File: config.mk
export PLATFORM = sky130hd
export DESIGN_NAME = free_block_fit_search_flat
export DESIGN_NICKNAME = d
export VERILOG_FILES = /design/src/fbfs_pkg.sv /design/src/fbfs_chan_if.sv /design/src/free_block_fit_search.sv /design/src/flat_wrapper.sv
export SDC_FILE = /design/constraint.sdc
export NUM_CORES = 2
export LEC_CHECK = 0
export ABC_AREA = 1
export BUFFER_PORTS_ARGS = -buffer_cell sky130_fd_sc_hd__buf_2
export CORE_ASPECT_RATIO = 0.7
export CORE_MARGIN = 10
export CORE_UTILIZATION = 35
export CTS_CLUSTER_DIAMETER = 60
export DETAILED_ROUTE_END_ITERATION = 6
export SLEW_MARGIN = 0
export SYNTH_ARGS = -nofsm -noshare
export SYNTH_HDL_FRONTEND = slang
export SYNTH_MEMORY_MAX_BITS = 65536
export SYNTH_SLANG_ARGS = --single-unit
File: constraint.sdc
create_clock -name clk -period 6.8 [get_ports clk]
set_input_delay 1.36 -clock clk [delete_from_list [all_inputs] [get_ports clk]]
set_output_delay 1.36 -clock clk [all_outputs]
set_load 0.005 [all_outputs]
File: src/fbfs_pkg.sv
`default_nettype none
// ----------------------------------------------------------------------------
// Free block fit search package
// Shared types, field widths, codes and default sizes for the fit search block.
// ----------------------------------------------------------------------------
package fbfs_pkg;

  localparam int DEF_ENTRIES   = 64;
  localparam int DEF_LISTS     = 2;
  localparam int DEF_SIZE_BITS = 32;

  localparam int LIST_SEL_W = 1;
  localparam int INDEX_W    = 6;
  localparam int FIELD_W    = 32;
  localparam int CFG_ADDR_W = 3;
  localparam int CFG_DATA_W = 32;

  localparam logic KIND_WRITE  = 1'b0;
  localparam logic KIND_SEARCH = 1'b1;

  localparam logic REG_FIT_POLICY = 1'b0;

  typedef enum logic [1:0] {
    POL_FIRST = 2'd0,
    POL_NEXT  = 2'd1,
    POL_BEST  = 2'd2,
    POL_WORST = 2'd3
  } fit_policy_t;

  typedef struct packed {
    logic                  kind;
    logic [LIST_SEL_W-1:0] list_select;
    logic [INDEX_W-1:0]    entry_index;
    logic [FIELD_W-1:0]    entry_size;
    logic                  entry_valid;
    logic [FIELD_W-1:0]    request_size;
  } fbfs_in_t;

  typedef struct packed {
    logic               found;
    logic [INDEX_W-1:0] block_index;
    logic [FIELD_W-1:0] block_size;
  } fbfs_out_t;

endpackage
`default_nettype wire

File: src/fbfs_chan_if.sv
`default_nettype none
// ----------------------------------------------------------------------------
// Fit search channel
// Valid/ready channel that carries one payload word per handshake.
// ----------------------------------------------------------------------------
interface fbfs_chan_if #(
  parameter type T = logic
);
  logic valid;
  logic ready;
  T     data;

  modport source (output valid, output data, input ready);
  modport sink (input valid, input data, output ready);
endinterface
`default_nettype wire

File: src/free_block_fit_search.sv
`default_nettype none
// A write word is accepted back to back.
// A search word reads one table entry per cycle from the single read port of the table
// memory; first and next fit end at the hit. The next word is accepted once the
// result is in the output register.
// After reset a clearing pass over all LISTS*ENTRIES entries empties the tables; no word
// is accepted during it, while register writes are taken at all times.
// ----------------------------------------------------------------------------
// Free block fit search
// Free-list tables held in one synchronous memory, scanned entry by entry under
// first, next, best or worst fit, with one resume position per list.
// ----------------------------------------------------------------------------
module free_block_fit_search #(
  parameter int ENTRIES   = fbfs_pkg::DEF_ENTRIES,
  parameter int LISTS     = fbfs_pkg::DEF_LISTS,
  parameter int SIZE_BITS = fbfs_pkg::DEF_SIZE_BITS
) (
  input  wire logic                             clk,
  input  wire logic                             rst_n,
  fbfs_chan_if.sink                             in_ch,
  fbfs_chan_if.source                           out_ch,
  input  wire logic                             psel,
  input  wire logic                             penable,
  input  wire logic                             pwrite,
  input  wire logic [fbfs_pkg::CFG_ADDR_W-1:0]  paddr,
  input  wire logic [fbfs_pkg::CFG_DATA_W-1:0]  pwdata,
  output logic      [fbfs_pkg::CFG_DATA_W-1:0]  prdata,
  output logic                                  pready
);
  import fbfs_pkg::*;

  localparam int DEPTH  = LISTS * ENTRIES;
  localparam int ADDR_W = $clog2(DEPTH);
  localparam int IDX_W  = $clog2(ENTRIES);
  localparam int CNT_W  = $clog2(ENTRIES + 1);
  localparam int LIST_W = (LISTS > 1) ? $clog2(LISTS) : 1;
  localparam int SZX_W  = (SIZE_BITS > FIELD_W) ? SIZE_BITS : FIELD_W;
  localparam int IDXX_W = (IDX_W > INDEX_W) ? IDX_W : INDEX_W;

  typedef enum logic [1:0] {
    ST_CLEAR,
    ST_IDLE,
    ST_SCAN,
    ST_RESULT
  } state_t;

  state_t                  state_r;
  fit_policy_t             fit_policy_r;
  logic [ADDR_W-1:0]       clr_cnt_r;
  logic [LIST_W-1:0]       list_r;
  logic [SIZE_BITS-1:0]    need_r;
  logic [IDX_W-1:0]        iss_pos_r;
  logic [CNT_W-1:0]        issue_cnt_r;
  logic [CNT_W-1:0]        chk_cnt_r;
  logic                    chk_vld_r;
  logic [IDX_W-1:0]        chk_pos_r;
  logic                    hit_r;
  logic [IDX_W-1:0]        pick_r;
  logic [SIZE_BITS-1:0]    pick_size_r;
  logic [IDX_W-1:0]        resume_r [LISTS];
  logic                    out_valid_r;
  fbfs_out_t               out_data_r;

  logic [SIZE_BITS:0]      mem [DEPTH];
  logic [SIZE_BITS:0]      rd_data_r;

  logic                    in_accept;
  logic                    cfg_wr;
  logic                    list_ok;
  logic                    index_ok;
  logic [LIST_W-1:0]       list_in;
  logic [SZX_W-1:0]        esize_ext;
  logic [SZX_W-1:0]        need_ext;
  logic                    mem_we;
  logic [ADDR_W-1:0]       mem_waddr;
  logic [SIZE_BITS:0]      mem_wdata;
  logic [ADDR_W-1:0]       mem_raddr;
  logic                    issue_en;
  logic                    eval_en;
  logic [SIZE_BITS-1:0]    cand_size;
  logic                    cand_fit;
  logic                    better;
  logic                    take;
  logic                    scan_done;
  logic                    hit_nxt;
  logic [IDX_W-1:0]        pick_nxt;
  logic                    out_load;
  logic [SZX_W-1:0]        pick_size_ext;
  logic [IDXX_W-1:0]       pick_ext;

  function automatic logic [IDX_W-1:0] wrap_inc(input logic [IDX_W-1:0] pos);
    logic [IDX_W-1:0] res;
    if (pos == IDX_W'(ENTRIES - 1)) begin
      res = '0;
    end else begin
      res = pos + 1'b1;
    end
    return res;
  endfunction

  assign in_accept = in_ch.valid && in_ch.ready;
  assign in_ch.ready = (state_r == ST_IDLE);
  assign list_ok = (32'(in_ch.data.list_select) < 32'(LISTS));
  assign index_ok = (32'(in_ch.data.entry_index) < 32'(ENTRIES));
  assign list_in = list_ok ? LIST_W'(in_ch.data.list_select) : '0;
  assign esize_ext = SZX_W'(in_ch.data.entry_size);
  assign need_ext = SZX_W'(in_ch.data.request_size);

  assign cfg_wr = psel && penable && pwrite && pready;
  assign pready = 1'b1;
  assign prdata = (paddr[2] == REG_FIT_POLICY) ? CFG_DATA_W'(fit_policy_r) : '0;

  always_comb begin
    if (state_r == ST_CLEAR) begin
      mem_we    = 1'b1;
      mem_waddr = clr_cnt_r;
      mem_wdata = '0;
    end else begin
      mem_we    = in_accept && (in_ch.data.kind == KIND_WRITE) && list_ok && index_ok;
      mem_waddr = ADDR_W'(list_in) * ADDR_W'(ENTRIES)
                + ADDR_W'(IDX_W'(in_ch.data.entry_index));
      mem_wdata = {in_ch.data.entry_valid, esize_ext[SIZE_BITS-1:0]};
    end
  end

  assign mem_raddr = ADDR_W'(list_r) * ADDR_W'(ENTRIES) + ADDR_W'(iss_pos_r);

  always_ff @(posedge clk) begin
    if (mem_we) begin
      mem[mem_waddr] <= mem_wdata;
    end
    rd_data_r <= mem[mem_raddr];
  end

  assign issue_en  = (state_r == ST_SCAN) && (issue_cnt_r < CNT_W'(ENTRIES));
  assign eval_en   = (state_r == ST_SCAN) && chk_vld_r;
  assign cand_size = rd_data_r[SIZE_BITS-1:0];
  assign cand_fit  = rd_data_r[SIZE_BITS] && (need_r <= cand_size);
  assign better    = !hit_r
                   || ((fit_policy_r == POL_BEST) && (cand_size < pick_size_r))
                   || ((fit_policy_r == POL_WORST) && (cand_size > pick_size_r));
  assign take      = eval_en && cand_fit && better;
  assign scan_done = eval_en
                   && ((((fit_policy_r == POL_FIRST) || (fit_policy_r == POL_NEXT)) && cand_fit)
                   || (chk_cnt_r == CNT_W'(ENTRIES - 1)));
  assign hit_nxt   = hit_r || take;
  assign pick_nxt  = take ? chk_pos_r : pick_r;
  assign out_load  = (state_r == ST_RESULT) && (!out_valid_r || out_ch.ready);

  assign pick_size_ext = SZX_W'(pick_size_r);
  assign pick_ext      = IDXX_W'(pick_r);

  always_ff @(posedge clk) begin
    if (!rst_n) begin
      state_r      <= ST_CLEAR;
      fit_policy_r <= POL_FIRST;
      clr_cnt_r    <= '0;
      chk_vld_r    <= 1'b0;
      hit_r        <= 1'b0;
      out_valid_r  <= 1'b0;
      for (int l = 0; l < LISTS; l++) begin
        resume_r[l] <= '0;
      end
    end else begin
      if (cfg_wr && (paddr[2] == REG_FIT_POLICY)) begin
        fit_policy_r <= fit_policy_t'(pwdata[1:0]);
      end
      if (out_load) begin
        out_valid_r <= 1'b1;
      end else if (out_ch.ready) begin
        out_valid_r <= 1'b0;
      end
      case (state_r)
        ST_CLEAR: begin
          clr_cnt_r <= clr_cnt_r + 1'b1;
          if (clr_cnt_r == ADDR_W'(DEPTH - 1)) begin
            state_r <= ST_IDLE;
          end
        end
        ST_IDLE: begin
          if (in_accept && (in_ch.data.kind == KIND_SEARCH)) begin
            list_r      <= list_in;
            need_r      <= need_ext[SIZE_BITS-1:0];
            hit_r       <= 1'b0;
            pick_r      <= '0;
            pick_size_r <= '0;
            chk_vld_r   <= 1'b0;
            issue_cnt_r <= '0;
            chk_cnt_r   <= '0;
            iss_pos_r   <= (fit_policy_r == POL_NEXT) ? resume_r[list_in] : '0;
            state_r     <= list_ok ? ST_SCAN : ST_RESULT;
          end
        end
        ST_SCAN: begin
          if (issue_en) begin
            iss_pos_r   <= wrap_inc(iss_pos_r);
            issue_cnt_r <= issue_cnt_r + 1'b1;
          end
          chk_vld_r <= issue_en;
          chk_pos_r <= iss_pos_r;
          if (eval_en) begin
            chk_cnt_r <= chk_cnt_r + 1'b1;
          end
          if (take) begin
            hit_r       <= 1'b1;
            pick_r      <= chk_pos_r;
            pick_size_r <= cand_size;
          end
          if (scan_done) begin
            state_r <= ST_RESULT;
            if ((fit_policy_r == POL_NEXT) && hit_nxt) begin
              resume_r[list_r] <= wrap_inc(pick_nxt);
            end
          end
        end
        ST_RESULT: begin
          if (out_load) begin
            out_data_r.found       <= hit_r;
            out_data_r.block_index <= hit_r ? pick_ext[INDEX_W-1:0] : '0;
            out_data_r.block_size  <= hit_r ? pick_size_ext[FIELD_W-1:0] : '0;
            state_r                <= ST_IDLE;
          end
        end
        default: begin
          state_r <= ST_IDLE;
        end
      endcase
    end
  end

  assign out_ch.valid = out_valid_r;
  assign out_ch.data  = out_data_r;

`ifndef ASSERT_OFF
  a_no_write_in_scan: assert property (@(posedge clk) disable iff (!rst_n)
    (state_r == ST_SCAN) |-> !mem_we)
    else $error("Table written while a search scans it.");

  a_hit_fits: assert property (@(posedge clk) disable iff (!rst_n)
    ((state_r == ST_RESULT) && hit_r) |-> (need_r <= pick_size_r))
    else $error("Chosen block is smaller than the request.");

  a_resume_range: assert property (@(posedge clk) disable iff (!rst_n)
    (state_r == ST_SCAN) |-> (32'(resume_r[list_r]) < 32'(ENTRIES)))
    else $error("Resume position beyond the table.");

  a_miss_zero: assert property (@(posedge clk) disable iff (!rst_n)
    (out_valid_r && !out_data_r.found)
      |-> ((out_data_r.block_index == '0) && (out_data_r.block_size == '0)))
    else $error("Miss result carries a nonzero index or size.");

  a_scan_bound: assert property (@(posedge clk) disable iff (!rst_n)
    (state_r == ST_SCAN) |-> (issue_cnt_r <= CNT_W'(ENTRIES)))
    else $error("Scan issued more reads than table entries.");
`endif

endmodule
`default_nettype wire

File: src/flat_wrapper.sv
// flat-port wrapper written by rule: the top's interface ports become plain ports
module free_block_fit_search_flat import fbfs_pkg::*;
#(
  parameter int ENTRIES   = fbfs_pkg::DEF_ENTRIES,
  parameter int LISTS     = fbfs_pkg::DEF_LISTS,
  parameter int SIZE_BITS = fbfs_pkg::DEF_SIZE_BITS
)
  (clk, rst_n, psel, penable, pwrite, paddr, pwdata, prdata, pready, in_ch_valid, in_ch_data, in_ch_ready, out_ch_valid, out_ch_data, out_ch_ready);
  fbfs_chan_if #(.T(fbfs_in_t)) in_ch_i ();
  fbfs_chan_if #(.T(fbfs_out_t)) out_ch_i ();
  input  wire logic clk;
  input  wire logic rst_n;
  input  wire logic psel;
  input  wire logic penable;
  input  wire logic pwrite;
  input  wire logic [fbfs_pkg::CFG_ADDR_W-1:0] paddr;
  input  wire logic [fbfs_pkg::CFG_DATA_W-1:0] pwdata;
  output logic      [fbfs_pkg::CFG_DATA_W-1:0] prdata;
  output logic pready;
  input wire logic [$bits(in_ch_i.valid)-1:0] in_ch_valid;
  input wire logic [$bits(in_ch_i.data)-1:0] in_ch_data;
  output wire logic [$bits(in_ch_i.ready)-1:0] in_ch_ready;
  output wire logic [$bits(out_ch_i.valid)-1:0] out_ch_valid;
  output wire logic [$bits(out_ch_i.data)-1:0] out_ch_data;
  input wire logic [$bits(out_ch_i.ready)-1:0] out_ch_ready;
  assign in_ch_i.valid = in_ch_valid;
  assign in_ch_i.data = in_ch_data;
  assign in_ch_ready = in_ch_i.ready;
  assign out_ch_valid = out_ch_i.valid;
  assign out_ch_data = out_ch_i.data;
  assign out_ch_i.ready = out_ch_ready;
  free_block_fit_search #(.ENTRIES(ENTRIES), .LISTS(LISTS), .SIZE_BITS(SIZE_BITS)) u_core (.clk(clk), .rst_n(rst_n), .in_ch(in_ch_i), .out_ch(out_ch_i), .psel(psel), .penable(penable), .pwrite(pwrite), .paddr(paddr), .pwdata(pwdata), .prdata(prdata), .pready(pready));
endmodule
# Yosys cells after proc, flatten, opt, wreduce, memory -nomap -nowiden
# Memories as Yosys holds them, arrays and structs flattened. A register that Yosys moved wholly into a read port is not among the register bits.
# Index checks and enable logic that the tools add are counted.
[totals]
n_memories = 2
input_bits = 115
regBits = 150
wordCells = 136
output_inout_bits = 74
ram_bits = 4236
[mem_list]
columns = ["name", "words", "word_bits", "rd", "rd_ports_with_merged_regs", "write_ports", "line", "source"]
rows = [
  ["u_core.mem", 128, 33, 1, 1, 1, "free_block_fit_search.sv:64", "logic [SIZE_BITS:0] mem [DEPTH];"],
  ["u_core.resume_r", 2, 6, 1, 0, 2, "free_block_fit_search.sv:60", "logic [IDX_W-1:0] resume_r [LISTS];"],
]
[classes]
muxes = 47
n_eq_ne = 17
bitwise_logic = 2
n_addsub = 7
n_lt_le_gt_ge = 4
n_reduce_logical = 40
[ops]
columns = ["operator", "n"]
rows = [
  ["$mux 6", 12],
  ["$mux 32", 2],
  ["$pmux 32 s2", 1],
  ["$mux 33", 1],
  ["$gt 32x32->1", 1],
  ["$le 32x32->1", 1],
  ["$lt 32x32->1", 1],
  ["$mux 7", 4],
  ["$pmux 7 s2", 2],
  ["$pmux 6 s2", 2],
  ["$add 7x1->7 const B", 3],
  ["$logic_and 1x1->1", 17],
  ["$reduce_and 4->1", 4],
  ["$mux 1", 15],
  ["$add 7x6->7", 2],
  ["$add 6x1->6 const B", 2],
  ["$eq 6x6->1 const B", 2],
  ["$reduce_and 3->1", 4],
  ["$mux 2", 5],
  ["$ne 2x1->1 const B", 5],
  ["$eq 2x2->1 const B", 4],
  ["$pmux 2 s4", 1],
  ["$eq 7x6->1 const B", 1],
  ["$eq 7x7->1 const B", 1],
  ["other kinds (11)", 24],
]

# Logic depth before layout (Yosys ltp)
[logic_depth]
ltp_word = 14
ltp_mapped = 24
depth_no_buf = 24

# Worst setup path after synthesis
# Ideal clock, no wire load.
[synth_path]
path_type = "input -> register"
start = "input port in_ch_data[33]"
end = "memory u_core.mem[0][0] (netlist bit), data pin"
required_ns = 5.996
n_path_buf = 0
cell_stages = 2
setup_slack_ns = 1.621
setup_time_ns = 0.804
t_arrival_ns = 4.376
path_cell_list = "inv_1 -> nor2_1"
[synth_via]
elab_chain_len = 1
[synth_lines]
columns = ["element", "line", "source"]
rows = [
  ["start, declared", "flat_wrapper.sv:21", "input wire logic [$bits(in_ch_i.data)-1:0] in_ch_data;"],
  ["$mux 33", "free_block_fit_search.sv:114", "if (state_r == ST_CLEAR) begin"],
  ["net u_core.mem_wdata[0]", "free_block_fit_search.sv:76", "logic [SIZE_BITS:0] mem_wdata;"],
  ["end, declared", "free_block_fit_search.sv:64", ""],
]
# The timed path passes the listed nets, and every way through them passes these cells.

# Worst setup path in the final report
[layout_path]
start = "register u_core.state_r[0]"
end = "memory u_core.mem[60][0] (netlist bit), enable pin"
[layout_via]
elab_chain_len = 6
word_cells_on_any_way = 8
classes_between = "eq/ne: 1; mux: 4; reduce/logical: 3"
[layout_lines]
columns = ["element", "line", "source"]
rows = [
  ["start, declared", "free_block_fit_search.sv:47", "state_t state_r;"],
  ["start signal, assigned", "free_block_fit_search.sv:191", "state_r <= list_ok ? ST_SCAN : ST_RESULT;"],
  ["$eq 2x1->1", "free_block_fit_search.sv:102", "assign in_ch.ready = (state_r == ST_IDLE);"],
  ["$logic_and 1x1->1", "free_block_fit_search.sv:101", "assign in_accept = in_ch.valid && in_ch.ready;"],
  ["$logic_and 1x1->1", "free_block_fit_search.sv:119", "mem_we = in_accept && (in_ch.data.kind == KIND_WRITE) && list_ok && index_ok;"],
  ["$mux 1", "free_block_fit_search.sv:114", ""],
  ["$mux 1", "free_block_fit_search.sv:129", "if (mem_we) begin"],
  ["$mux 1 (not written as such)", "free_block_fit_search.sv:130", "mem[mem_waddr] <= mem_wdata;"],
]
# Parallel ways exist; a longest one is shown, timed or not.

==> results.sh <==
export IMPL_clock_path_buffers=4
export IMPL_critPathMaxFanout=23
export IMPL_dieArea_um2=529000
export IMPL_drc=0
export IMPL_grt_pass1_wl_um=749000
export IMPL_cp_arrival_ps=5630
export IMPL_htree_levels=5
export IMPL_grt_pass1_vias=102339
export IMPL_fin_util_pct=39.5
export IMPL_hold_violations=0
export IMPL_totalWireLength_um=526000
export IMPL_worstPathRequired_ps=7450
export IMPL_hold_path_class="reg -> reg"
export IMPL_wl_met2_um=224000
export IMPL_grtUsageTotal_pct=18.9
export IMPL_start_util_pct=35.1
export IMPL_synthDistinctLibCells=43
export IMPL_wl_met1_um=224000
export IMPL_clock_root_buffer="clkbuf_16"
export IMPL_synthFlopType="edfxtp_1"
export IMPL_cts_setup_buffers=0
export IMPL_avgSynthCellArea_um2=13.0
export IMPL_crit_path_end_kind="flop"
export IMPL_antenna_found_initial=29
export IMPL_finalSetupViolCount=0
export IMPL_yosys_area_top_type="edfxtp_1"
export IMPL_status="finished with violations"
export IMPL_grt_max_degree=201
export IMPL_ys_seq_area_share_pct=75.7
export IMPL_ant_nets=0
export IMPL_worstSkewPairLatency_ps=990
export IMPL_worst_pin_slew_ps=1540
export IMPL_wire_per_inst_um=25.9
export IMPL_cts_resized=0
export IMPL_rows=217
export IMPL_fp_dieH_um=611
export IMPL_yosys_warnings=0
export IMPL_gp_congestion=0.887
export IMPL_synth_seq_cells=4419
export IMPL_fin_hold_ws_ps=490
export IMPL_die_x_um=865
export IMPL_cts_buffers=384
export IMPL_async_flop_share_pct=0
export IMPL_rsz0062_at_grt="false"
export IMPL_syn_inst=13407
export IMPL_core_um2=498000
export IMPL_netlist_area_um2=175000
export IMPL_dr_max_layer_used="met5"
export IMPL_syn_to_final_growth_pct=12.6
export IMPL_met3RoutedLength_um=61100
export IMPL_first_iter_violations=16701
export IMPL_drive_above_1_share_pct=9.16
export IMPL_critPathKind="reg -> reg"
export IMPL_placed_area_um2=184000
export IMPL_skew_ps=58.6
export IMPL_max_cap_violations=1
export IMPL_synth_top_area_share_pct=75.1
export IMPL_io_pins=189
export IMPL_portBuffers=125
export IMPL_cts_hold_buf=0
export IMPL_hpwlAfterDp_um=291000
export IMPL_clk_pin_slew_ps=60
export IMPL_tns_ps=0
export IMPL_overflow=0
export IMPL_max_slew_margin_rel_pct=-2.42
export IMPL_stdcell_area_um2=197000
export IMPL_clock_sinks=4419
export IMPL_period_minus_slack_ps=4980
export IMPL_timing_final_crit_share_pct=73.2
export IMPL_power_density_nw_per_um2=346
export IMPL_fmax_mhz=201
export IMPL_vias_per_cell=5.56
export IMPL_via_count=112935
export IMPL_synthTopCellsByArea="edfxtp_1 75%, o21ai_0 7.1%, nor2_1 6.6%, o22ai_1 4.7%, clkbuf_1 1.2%"
export IMPL_ir_drop_uv=263
export IMPL_tritoncts="yes"
export IMPL_layout_nets=13528
export IMPL_dr_pass1_iters=6
export IMPL_maxSlewViolCount=2
export IMPL_violations="capacitance limit, slew limit"
export IMPL_leakagePower_nw=63.5
export IMPL_cp_start_kind="flop"
export IMPL_synth_edf_count=4372
export IMPL_p_total_mw=68.1
## synth_stat cells (all sizes together) (4+ instances only)
master and count:
nand2 355, a21oi 57, nor2 3075, inv 243, o21ai 2700, o22ai 1303, o32ai 73, dfxtp 47
nand3b 4, ha 74, a31oi 4, clkbuf 582, nand4 4, or2 4, nor3 12, edfxtp 4372
xor2 4, buf 406, nand3 67
## cell type report
cell class                 instances  area, um^2
clock buffer                     471       10200
inverter                         245         963
tap                             6679        8360
clock inverter                   212        2320
antenna                           14        35.0
timing repair buffer             505        4270
sequential                      4419      132000
fill                           46418      301000
multi-input combinational       7784       38500
## registers in the layout (all words and copies together) (netlist names), 7 cells and up
name,cells
u_core.mem,4224
u_core.out_ch.data,39
u_core.rd_data_r,33
u_core.need_r,32
u_core.pick_size_ext,32
u_core.resume_r,12
u_core.chk_cnt_r,7
u_core.clr_cnt_r,7
u_core.issue_cnt_r,7
## critical path: stages (launching register included)
cell and delay (ps):
dfxtp_1 350, inv_1 150, ha_4 330, inv_1 210, or2_2 300, o21ai_0 170
buf_4 240, inv_1 60, nor2_1 270, nand3_2 920, nor2_4 1250, buf_4 340
## cells in the final DEF, fill, tap and decap left out, types with 161 or more instances in the layout
cell          n
o21ai_0    2489
o21ai_1     211
clkbuf_16   391
edfxtp_1   4372
nor2_1     2913
buf_4       317
nor2_4      161
nand2_1     350
inv_1       236
o22ai_1    1303
## power by group
part | switching (mW) | internal (mW)
clock | 10.1 | 12.4
combinational | 10.0 | 2.47
sequential | 0.316 | 32.8
total | 20.4 | 47.7
## metrics by stage
stage          worst slack (ps)  cells
2_1_floorplan              1620  13436
3_3_place_gp               1410  19632
3_5_place_dp               1470  19632
4_1_cts                    1940  20315
5_1_grt                    1700  20316
6_report                   1820  20329
## worst paths after layout
check / slack, ps / end / start / cells past startpoint
worst max-delay path: 1820 / u_core.mem[60][0] / u_core.state_r[0] / 11
worst min-delay path: 490 / u_core.chk_vld_r / u_core.chk_vld_r / 2
worst max register to register: 1820 / u_core.mem[60][0] / u_core.state_r[0] / 11
worst min register to register: 490 / u_core.chk_vld_r / u_core.chk_vld_r / 2
## logic make-up after synthesis
kind of cell               share of synthesized area (%)
muxes                                             0.0115
AOI/OAI and AO/OA                                   13.0
and+or+nand+nor                                     7.66
adders and majority gates                          0.530
buffers and inverters                               3.13
other                                            0.00430
DFF                                                 75.7
xor gates and xnor gates                          0.0251
## per-layer routing
| layer | vias up | global-route usage (%) |
|---|---|---|
| met4 | 8 | 5.54 |
| li1 | 49558 | - |
| met1 | 56669 | 28.1 |
| met5 | - | 0 |
| met3 | 756 | 4.71 |
| met2 | 5944 | 27.2 |
(Power assumes the default switching activity.)
